$ cat src/hw/rtl/assert_macros.svh
// Assertion helpers shared by the RTL.
// Each macro samples on the rising clock and is disabled while reset is low.
`ifndef ASSERT_MACROS_SVH
`define ASSERT_MACROS_SVH

// Consequent must hold in the same cycle as the antecedent.
`define ASSERT_SAME(lbl, clk, rst_n, ante, cons) \
	lbl: assert property (@(posedge clk) disable iff (!(rst_n)) (ante) |-> (cons)) \
		else $error("same-cycle assertion failed");

// Consequent must hold in the cycle after the antecedent.
`define ASSERT_NEXT(lbl, clk, rst_n, ante, cons) \
	lbl: assert property (@(posedge clk) disable iff (!(rst_n)) (ante) |=> (cons)) \
		else $error("next-cycle assertion failed");

`endif

$ cat src/hw/rtl/e2fdt_pkg.sv
`timescale 1ns / 1ps
`default_nettype none

package e2fdt_pkg;

	localparam logic [31:0] REBASE_SECS = 32'd63072000;
	localparam logic [16:0] SECS_PER_DAY = 17'd86400;
	localparam logic [10:0] DAYS_PER_CYCLE = 11'd1461;
	localparam logic [11:0] SECS_PER_HOUR = 12'd3600;
	localparam logic [5:0] SECS_PER_MIN = 6'd60;
	localparam logic [11:0] BASE_YEAR = 12'd1972;
	localparam logic [7:0] FAT_YEAR_OFFSET = 8'd8;
	localparam logic [31:0] RANGE_LOW = 32'd315532800;
	localparam logic [31:0] RANGE_HIGH = 32'd4102444799;

	// Reciprocals rounded up; each gives an exact floor over its input range.
	// (t >> 7) / 675 with shift 35, days / 1461 with shift 32,
	// tod / 3600 with shift 32, min_sec / 60 with shift 24.
	localparam logic [25:0] RECIP_DAY = 26'd50903317;
	localparam logic [21:0] RECIP_CYCLE = 22'd2939745;
	localparam logic [20:0] RECIP_HOUR = 21'd1193047;
	localparam logic [18:0] RECIP_MIN = 19'd279621;

	typedef logic [8:0] cum_t;

	localparam cum_t CUM_COMMON [12] = '{
		9'd0, 9'd31, 9'd59, 9'd90, 9'd120, 9'd151,
		9'd181, 9'd212, 9'd243, 9'd273, 9'd304, 9'd334
	};
	localparam cum_t CUM_LEAP [12] = '{
		9'd0, 9'd31, 9'd60, 9'd91, 9'd121, 9'd152,
		9'd182, 9'd213, 9'd244, 9'd274, 9'd305, 9'd335
	};

	// Days before the first of month idx (0 is January).
	function automatic cum_t cum_days(input logic leap, input logic [3:0] idx);
		cum_t val;
		val = '0;
		if (idx < 4'd12) begin
			val = leap ? CUM_LEAP[idx] : CUM_COMMON[idx];
		end
		return val;
	endfunction

endpackage

`default_nettype wire

$ cat src/hw/rtl/epoch_to_fat_date_time_unit.sv
// Channel  | Handshake                   | Payload
// ---------+-----------------------------+-------------------------------------------
// epoch    | epoch_valid / epoch_ready   | epoch_seconds[31:0]
// result   | result_valid / result_ready | year, month, day, hour, minute, second,
//          |                             | fat_date, fat_time, in_range
//
// Six register stages; a transaction enters every cycle unless the pipeline is
// stalled by result_ready. The reciprocal multipliers (day split, four-year
// cycle, hour, minute) sit in stages 1, 2, 3 and 5.
// arst_n clears only the stage valid bits; data registers are not reset.
// A stage holds while its successor is full and stalled, so bubbles are
// squeezed out and nothing is dropped or repeated.
`timescale 1ns / 1ps
`default_nettype none

`include "assert_macros.svh"

module epoch_to_fat_date_time_unit import e2fdt_pkg::*; (
	input  wire logic        clk,
	input  wire logic        arst_n,
	input  wire logic        epoch_valid,
	output logic             epoch_ready,
	input  wire logic [31:0] epoch_seconds,
	output logic             result_valid,
	input  wire logic        result_ready,
	output logic [11:0]      year,
	output logic [3:0]       month,
	output logic [4:0]       day,
	output logic [4:0]       hour,
	output logic [5:0]       minute,
	output logic [5:0]       second,
	output logic [15:0]      fat_date,
	output logic [15:0]      fat_time,
	output logic             in_range
);

	logic v_s1, v_s2, v_s3, v_s4, v_s5, v_s6;
	logic en_s1, en_s2, en_s3, en_s4, en_s5, en_s6;

	assign en_s6 = !v_s6 || result_ready;
	assign en_s5 = !v_s5 || en_s6;
	assign en_s4 = !v_s4 || en_s5;
	assign en_s3 = !v_s3 || en_s4;
	assign en_s2 = !v_s2 || en_s3;
	assign en_s1 = !v_s1 || en_s2;
	assign epoch_ready = en_s1;

	always_ff @(posedge clk or negedge arst_n) begin
		if (!arst_n) begin
			v_s1 <= 1'b0;
			v_s2 <= 1'b0;
			v_s3 <= 1'b0;
			v_s4 <= 1'b0;
			v_s5 <= 1'b0;
			v_s6 <= 1'b0;
		end else begin
			if (en_s1) v_s1 <= epoch_valid;
			if (en_s2) v_s2 <= v_s1;
			if (en_s3) v_s3 <= v_s2;
			if (en_s4) v_s4 <= v_s3;
			if (en_s5) v_s5 <= v_s4;
			if (en_s6) v_s6 <= v_s5;
		end
	end

	// Stage 1: rebase to 1972 and start the whole-day division.
	logic [31:0] t_c;
	logic [31:0] t_s1;
	logic [50:0] pday_s1;
	logic        rng_s1;

	assign t_c = epoch_seconds - REBASE_SECS;

	always_ff @(posedge clk) begin
		if (en_s1) begin
			t_s1    <= t_c;
			pday_s1 <= 51'(t_c[31:7]) * 51'(RECIP_DAY);
			rng_s1  <= (epoch_seconds >= RANGE_LOW) && (epoch_seconds <= RANGE_HIGH);
		end
	end

	// Stage 2: day count, time of day, and the four-year cycle product.
	logic [15:0] days_c;
	logic [32:0] day_secs_c;
	logic [15:0] days_s2;
	logic [16:0] tod_s2;
	logic [37:0] pcyc_s2;
	logic        rng_s2;

	assign days_c = pday_s1[50:35];
	assign day_secs_c = 33'(days_c) * 33'(SECS_PER_DAY);

	always_ff @(posedge clk) begin
		if (en_s2) begin
			days_s2 <= days_c;
			tod_s2  <= t_s1[16:0] - day_secs_c[16:0];
			pcyc_s2 <= 38'(days_c) * 38'(RECIP_CYCLE);
			rng_s2  <= rng_s1;
		end
	end

	// Stage 3: day within the four-year cycle, hour product.
	logic [5:0]  cyc_c;
	logic [15:0] cyc_days_c;
	logic [15:0] cday_c;
	logic [5:0]  cyc_s3;
	logic [10:0] cday_s3;
	logic [16:0] tod_s3;
	logic [37:0] phour_s3;
	logic        rng_s3;

	assign cyc_c = pcyc_s2[37:32];
	assign cyc_days_c = 16'(cyc_c) * 16'(DAYS_PER_CYCLE);
	assign cday_c = days_s2 - cyc_days_c;

	always_ff @(posedge clk) begin
		if (en_s3) begin
			cyc_s3   <= cyc_c;
			cday_s3  <= cday_c[10:0];
			tod_s3   <= tod_s2;
			phour_s3 <= 38'(tod_s2) * 38'(RECIP_HOUR);
			rng_s3   <= rng_s2;
		end
	end

	// Stage 4: year within the cycle, day of year, hour and seconds of hour.
	// The first year of every cycle is the leap year.
	logic [4:0]  hour_c;
	logic [16:0] hour_secs_c;
	logic [16:0] ms_c;
	logic [1:0]  yic_c;
	logic [10:0] ybase_c;
	logic [10:0] doy0_c;
	logic [4:0]  hour_s4;
	logic [11:0] ms_s4;
	logic [8:0]  doy0_s4;
	logic        leap_s4;
	logic [7:0]  yoff_s4;
	logic        rng_s4;

	assign hour_c = phour_s3[36:32];
	assign hour_secs_c = 17'(hour_c) * 17'(SECS_PER_HOUR);
	assign ms_c = tod_s3 - hour_secs_c;

	always_comb begin
		if (cday_s3 >= 11'd1096) begin
			yic_c = 2'd3;
			ybase_c = 11'd1096;
		end else if (cday_s3 >= 11'd731) begin
			yic_c = 2'd2;
			ybase_c = 11'd731;
		end else if (cday_s3 >= 11'd366) begin
			yic_c = 2'd1;
			ybase_c = 11'd366;
		end else begin
			yic_c = 2'd0;
			ybase_c = 11'd0;
		end
	end

	assign doy0_c = cday_s3 - ybase_c;

	always_ff @(posedge clk) begin
		if (en_s4) begin
			hour_s4 <= hour_c;
			ms_s4   <= ms_c[11:0];
			doy0_s4 <= doy0_c[8:0];
			leap_s4 <= (cday_s3 <= 11'd365);
			yoff_s4 <= {cyc_s3, 2'b00} + 8'(yic_c);
			rng_s4  <= rng_s3;
		end
	end

	// Stage 5: month and day of month, minute product.
	logic [8:0]  doy_c;
	logic [3:0]  month_c;
	cum_t        cum_sel_c;
	logic [8:0]  day_diff_c;
	logic [4:0]  hour_s5;
	logic [11:0] ms_s5;
	logic [30:0] pmin_s5;
	logic [3:0]  month_s5;
	logic [7:0]  day_s5;
	logic [7:0]  yoff_s5;
	logic        rng_s5;

	assign doy_c = doy0_s4 + 9'd1;

	always_comb begin
		month_c = 4'd1;
		for (int m = 1; m < 12; m++) begin
			if (doy_c > cum_days(leap_s4, 4'(m))) begin
				month_c = month_c + 4'd1;
			end
		end
	end

	assign cum_sel_c = cum_days(leap_s4, month_c - 4'd1);
	assign day_diff_c = doy_c - cum_sel_c;

	always_ff @(posedge clk) begin
		if (en_s5) begin
			hour_s5  <= hour_s4;
			ms_s5    <= ms_s4;
			pmin_s5  <= 31'(ms_s4) * 31'(RECIP_MIN);
			month_s5 <= month_c;
			day_s5   <= day_diff_c[7:0];
			yoff_s5  <= yoff_s4;
			rng_s5   <= rng_s4;
		end
	end

	// Stage 6: minute and second, then the packed words into the output register.
	logic [5:0]  min_c;
	logic [11:0] min_secs_c;
	logic [11:0] sec_c;
	logic [7:0]  ydiff_c;
	logic [11:0] year_s6;
	logic [3:0]  month_s6;
	logic [7:0]  day_s6;
	logic [4:0]  hour_s6;
	logic [5:0]  min_s6;
	logic [5:0]  sec_s6;
	logic [15:0] fdate_s6;
	logic [15:0] ftime_s6;
	logic        rng_s6;

	assign min_c = pmin_s5[29:24];
	assign min_secs_c = 12'(min_c) * 12'(SECS_PER_MIN);
	assign sec_c = ms_s5 - min_secs_c;
	assign ydiff_c = yoff_s5 - FAT_YEAR_OFFSET;

	always_ff @(posedge clk) begin
		if (en_s6) begin
			year_s6  <= BASE_YEAR + 12'(yoff_s5);
			month_s6 <= month_s5;
			day_s6   <= day_s5;
			hour_s6  <= hour_s5;
			min_s6   <= min_c;
			sec_s6   <= sec_c[5:0];
			fdate_s6 <= {ydiff_c[6:0], 9'd0} | {7'd0, month_s5, 5'd0} | {8'd0, day_s5};
			ftime_s6 <= {hour_s5, min_c, sec_c[5:1]};
			rng_s6   <= rng_s5;
		end
	end

	assign result_valid = v_s6;
	assign year = year_s6;
	assign month = month_s6;
	assign day = day_s6[4:0];
	assign hour = hour_s6;
	assign minute = min_s6;
	assign second = sec_s6;
	assign fat_date = fdate_s6;
	assign fat_time = ftime_s6;
	assign in_range = rng_s6;

	// Reciprocal remainders stay below divisors, dates in range; accepted input sets v_s1.
	`ASSERT_SAME(a_tod_bound, clk, arst_n, v_s2, tod_s2 < SECS_PER_DAY)
	`ASSERT_SAME(a_cycle_bound, clk, arst_n, v_s3, cday_s3 < DAYS_PER_CYCLE)
	`ASSERT_SAME(a_doy_bound, clk, arst_n, v_s4, doy0_s4 <= 9'd365 && ms_s4 < SECS_PER_HOUR)
	`ASSERT_SAME(a_date_bound, clk, arst_n, v_s6,
		month_s6 != 4'd0 && month_s6 <= 4'd12 && day_s6 != 8'd0 && day_s6 <= 8'd31)
	`ASSERT_NEXT(a_entry, clk, arst_n, epoch_valid && epoch_ready, v_s1)

endmodule

`default_nettype wire
$ cat config.mk
export PLATFORM = sky130hd
export DESIGN_NAME = epoch_to_fat_date_time_unit
export DESIGN_NICKNAME = d
export VERILOG_FILES = /design/src/hw/rtl/e2fdt_pkg.sv /design/src/hw/rtl/epoch_to_fat_date_time_unit.sv
export VERILOG_INCLUDE_DIRS = /design/src /design/src/hw/rtl
export SDC_FILE = /design/constraint.sdc
export NUM_CORES = 2
export LEC_CHECK = 0
export BUFFER_PORTS_ARGS = -buffer_cell sky130_fd_sc_hd__buf_2
export CAP_MARGIN = 20
export CORE_MARGIN = 3
export CORE_UTILIZATION = 48
export DETAILED_ROUTE_END_ITERATION = 8
export PLACE_DENSITY = 0.74
export SLEW_MARGIN = 20
export SYNTH_ARGS = -nofsm -noshare
export SYNTH_HDL_FRONTEND = slang
export SYNTH_SLANG_ARGS = --single-unit
$ cat constraint.sdc
create_clock -name clk -period 9.5 [get_ports clk]
set_input_delay 0.475 -clock clk [delete_from_list [all_inputs] [get_ports clk]]
set_output_delay 0.475 -clock clk [all_outputs]
set_load 0.05 [all_outputs]
==> flow_metrics.env <==
export IMPL_fmax_mhz=107
export IMPL_muxShareOfSynthArea=0.00250
export IMPL_drt_total_wl_um=70800
export IMPL_grt_pass1_vias=23100
export IMPL_grt_pass1_wl_um=119000
export IMPL_gp_congestion=0.922
export IMPL_r2r_start="doy0_s4[1]"
export IMPL_routed_top_layer="met4"
export IMPL_worst_path_buf_inv=8
export IMPL_yosysTopAreaCellShare=0.276
export IMPL_synth_nets=4236
export IMPL_grt_usage=0.200
export IMPL_cp_required_ns=9.78
export IMPL_cpPeakStageDelay_ns=0.53
export IMPL_clock_path_buffers=3
export IMPL_cts_tree="done"
export IMPL_rows=96
export IMPL_grt_antenna_before_repair=1
export IMPL_ys_seq_elements=231
export IMPL_async_flop_share=0.0260
export IMPL_dieArea_sq_mm=0.0730
export IMPL_hp_start="epoch_seconds[6]"
export IMPL_synth_compound_area_frac=0.0715
export IMPL_num_vias=21500
export IMPL_ff_latch_area_sq_mm=0.00691
export IMPL_overflow=0
export IMPL_r2r_setup_slack_ns=0.16
export IMPL_setup_violations_final=0
export IMPL_crit_path_start_kind="flip-flop"
export IMPL_max_cap_viol_count=0
export IMPL_synthFlopType="edfxtp_1"
export IMPL_fp_dieW_um=270
export IMPL_slew_viol_final=0
export IMPL_nets=4421
export IMPL_synth_top_family_by_area="adder cells"
export IMPL_cts_made_buffers=24
export IMPL_wl_met2_um=35400
export IMPL_path_delay_family="adder cells"
export IMPL_yosys_area_share_simple=0.0526
export IMPL_status="completed"
export IMPL_design_core_area_sq_mm=0.0688
export IMPL_synth_xor_area_frac=0.0436
export IMPL_io_buffer_count=108
export IMPL_slew_headroom=0.329
export IMPL_wl_met1_um=30700
export IMPL_yosys_top_cells_area="ha_1, fa_1, edfxtp_1"
export IMPL_tightest_slew_ns=1.00
export IMPL_final_layout_size_suffix_gt1_frac=0.102
export IMPL_period_share=0.983
export IMPL_min_period_ns=9.34
export IMPL_syn2layout_area_growth_pct=9.96
export IMPL_synth_largest_area_cell="ha_1"
export IMPL_cts_root_buf="clkbuf_16"
export IMPL_fin_worst_skew_ns=0.0171
export IMPL_rsz0062_at_grt="yes"
export IMPL_synth_edf_count=225
export IMPL_die_h_um=270
export IMPL_grt_max_degree=48
export IMPL_multiInputGateArea_sq_mm=0.0240
export IMPL_arrival_ns=9.62
export IMPL_synth_fa_ha_area_frac=0.533
export IMPL_start_util=0.487
export IMPL_antenna_cells=0
export IMPL_cp_end_kind="flip-flop"
export IMPL_io_pins=109
export IMPL_wl_met3_um=2780
export IMPL_firstDrtPassIters=7
export IMPL_final_antenna_net_count=0
export IMPL_ys_types=83
export IMPL_htree_levels=1
export IMPL_drtIter0Drc=1032
export IMPL_syn_avg_cell_area_sq_um=11.1
export IMPL_worstSetupStartpoint="doy0_s4[1]"
export IMPL_clkSinkCount=231
export IMPL_clk_pin_slew_ns=0.06
export IMPL_final_fill_count=5864
export IMPL_cpMostUsedCell="ha_4"
export IMPL_clk_latency_ns=0.53
export IMPL_final_core_util=0.535
export IMPL_synthCells=3030
export IMPL_hold_viol=0
export IMPL_slowest_stage="fa_1"
export IMPL_viasPerCell=5.17
export IMPL_drc=0
export IMPL_wl_per_cell_um=17.0
export IMPL_hold_class="input pin to flip-flop"
export IMPL_critical_path_class="flip-flop to flip-flop"
export IMPL_dpl_hpwl_um=60300
export IMPL_yosysSeqAreaShare=0.206
export IMPL_synth_area_sq_mm=0.0335
export IMPL_ys_warn_count=0
export IMPL_crit_fanout=5
[sequential cells by signal, indices dropped and copies added, names as in the netlist, 6 cells and up]
register  count
days_s2      11
cday_s3      11
year         12
cyc_s3        6
tod_s2       17
yoff_s4       8
pmin_s5       6
pday_s1      16
tod_s3       12
ms_s4        12
doy0_s4       9
yoff_s5       8
t_s1         17
ms_s5         6
pcyc_s2       6
day_s5        8
fat_date     10
[Yosys cell counts (5+ instances only)]
library cell	n
a31oi_1	14
edfxtp_1	225
a21boi_0	7
inv_1	728
nand2b_1	23
o21ai_0	54
fa_1	431
a211oi_1	10
a21o_1	59
nor2b_1	16
buf_2	7
ha_1	739
a21oi_1	89
o21bai_1	24
nand3_1	26
or3_1	7
o21a_1	17
and4_1	11
a211o_1	5
o41ai_1	6
nor3b_1	6
a22oi_1	6
xor2_1	59
and3_1	6
buf_4	28
and2_1	12
nor3_1	18
dfrtp_1	6
nand2_1	85
or2_2	8
mux2i_1	5
clkbuf_1	5
nand4b_1	5
xnor2_1	98
nor4_1	16
o211ai_1	10
nand4_1	24
nor2_1	56
[routing by layer]
layer / up-vias / global-route usage
li1: 10400 / -
met1: 10600 / 0.262
met2: 449 / 0.360
met3: 116 / 0.0183
met4: 0 / 0.0449
met5: - / 0
[final timing paths]
path                                end  depth (start not counted)
max                           day_s5[7]                         47
min                             t_s1[6]                          1
max reg2reg                   day_s5[7]                         47
min reg2reg                    ms_s4[3]                          0
max in group asynchronous          v_s3                          2
min in group asynchronous  result_valid                          2
[per-stage QoR]
step | hold WS [ns] | worst slack, ns | instance area (sq um) | setup TNS [ns] | instances
CTS | 0.142 | 0.0206 | 36500 | 0 | 4145
finish | 0.162 | 0.162 | 36800 | 0 | 4164
detailed placement | 0.309 | -0.116 | 35600 | -0.116 | 4094
global placement | 0.311 | 0.0832 | 35600 | 0 | 4094
global route | 0.157 | -0.211 | 36800 | -0.335 | 4164
floorplan | 0.179 | 0.00731 | 33700 | 0 | 3030
[placed cells by master, fill, tap and decap left out, drive strengths merged, types with 11 or more instances in the layout]
cell	netlist	routed
buf	37	200
xnor2	101	101
nor2	56	56
nand2	85	85
o21ai	58	58
a21boi	11	11
nor3	18	18
and4	11	11
o21bai	24	24
nand3	27	27
ha	739	739
a21oi	90	90
nand2b	23	23
edfxtp	225	225
clkbuf	5	27
o21a	17	17
xor2	60	60
and2	12	12
inv	729	730
nor4	16	16
a31oi	14	14
fa	431	431
nand4	25	25
nor2b	16	16
a211oi	11	11
a21o	59	59
[repair_timing]
item                       CTS  global route
pin swaps                    9            44
setup buffers                6            19
resized for setup            9            51
hold endpoints to repair     6             0
gates cloned                 0             0
setup endpoints to repair    2             6
hold buffers                 1             0
[logic make-up (layout without fill, tap and decap cells)]
group,after synthesis,in the layout
buffers and inverters,772,975
and+or+nand+nor,331,331
AOI/OAI and AO/OA,356,356
xor gates and xnor gates,162,162
DFF,231,231
muxes,8,8
adders and majority gates,1170,1170
[layout make-up]
class	count	area share
sequential	231	0.187
inverter	730	0.0745
tap	931	0.0316
clock buffer	27	0.0166
clock inverter	17	0.00435
multi-input combinational	2027	0.651
timing repair buffer	201	0.0344
Power is not shown: default switching activity piles up to over one toggle a cycle in this logic, so the estimate is an artifact.
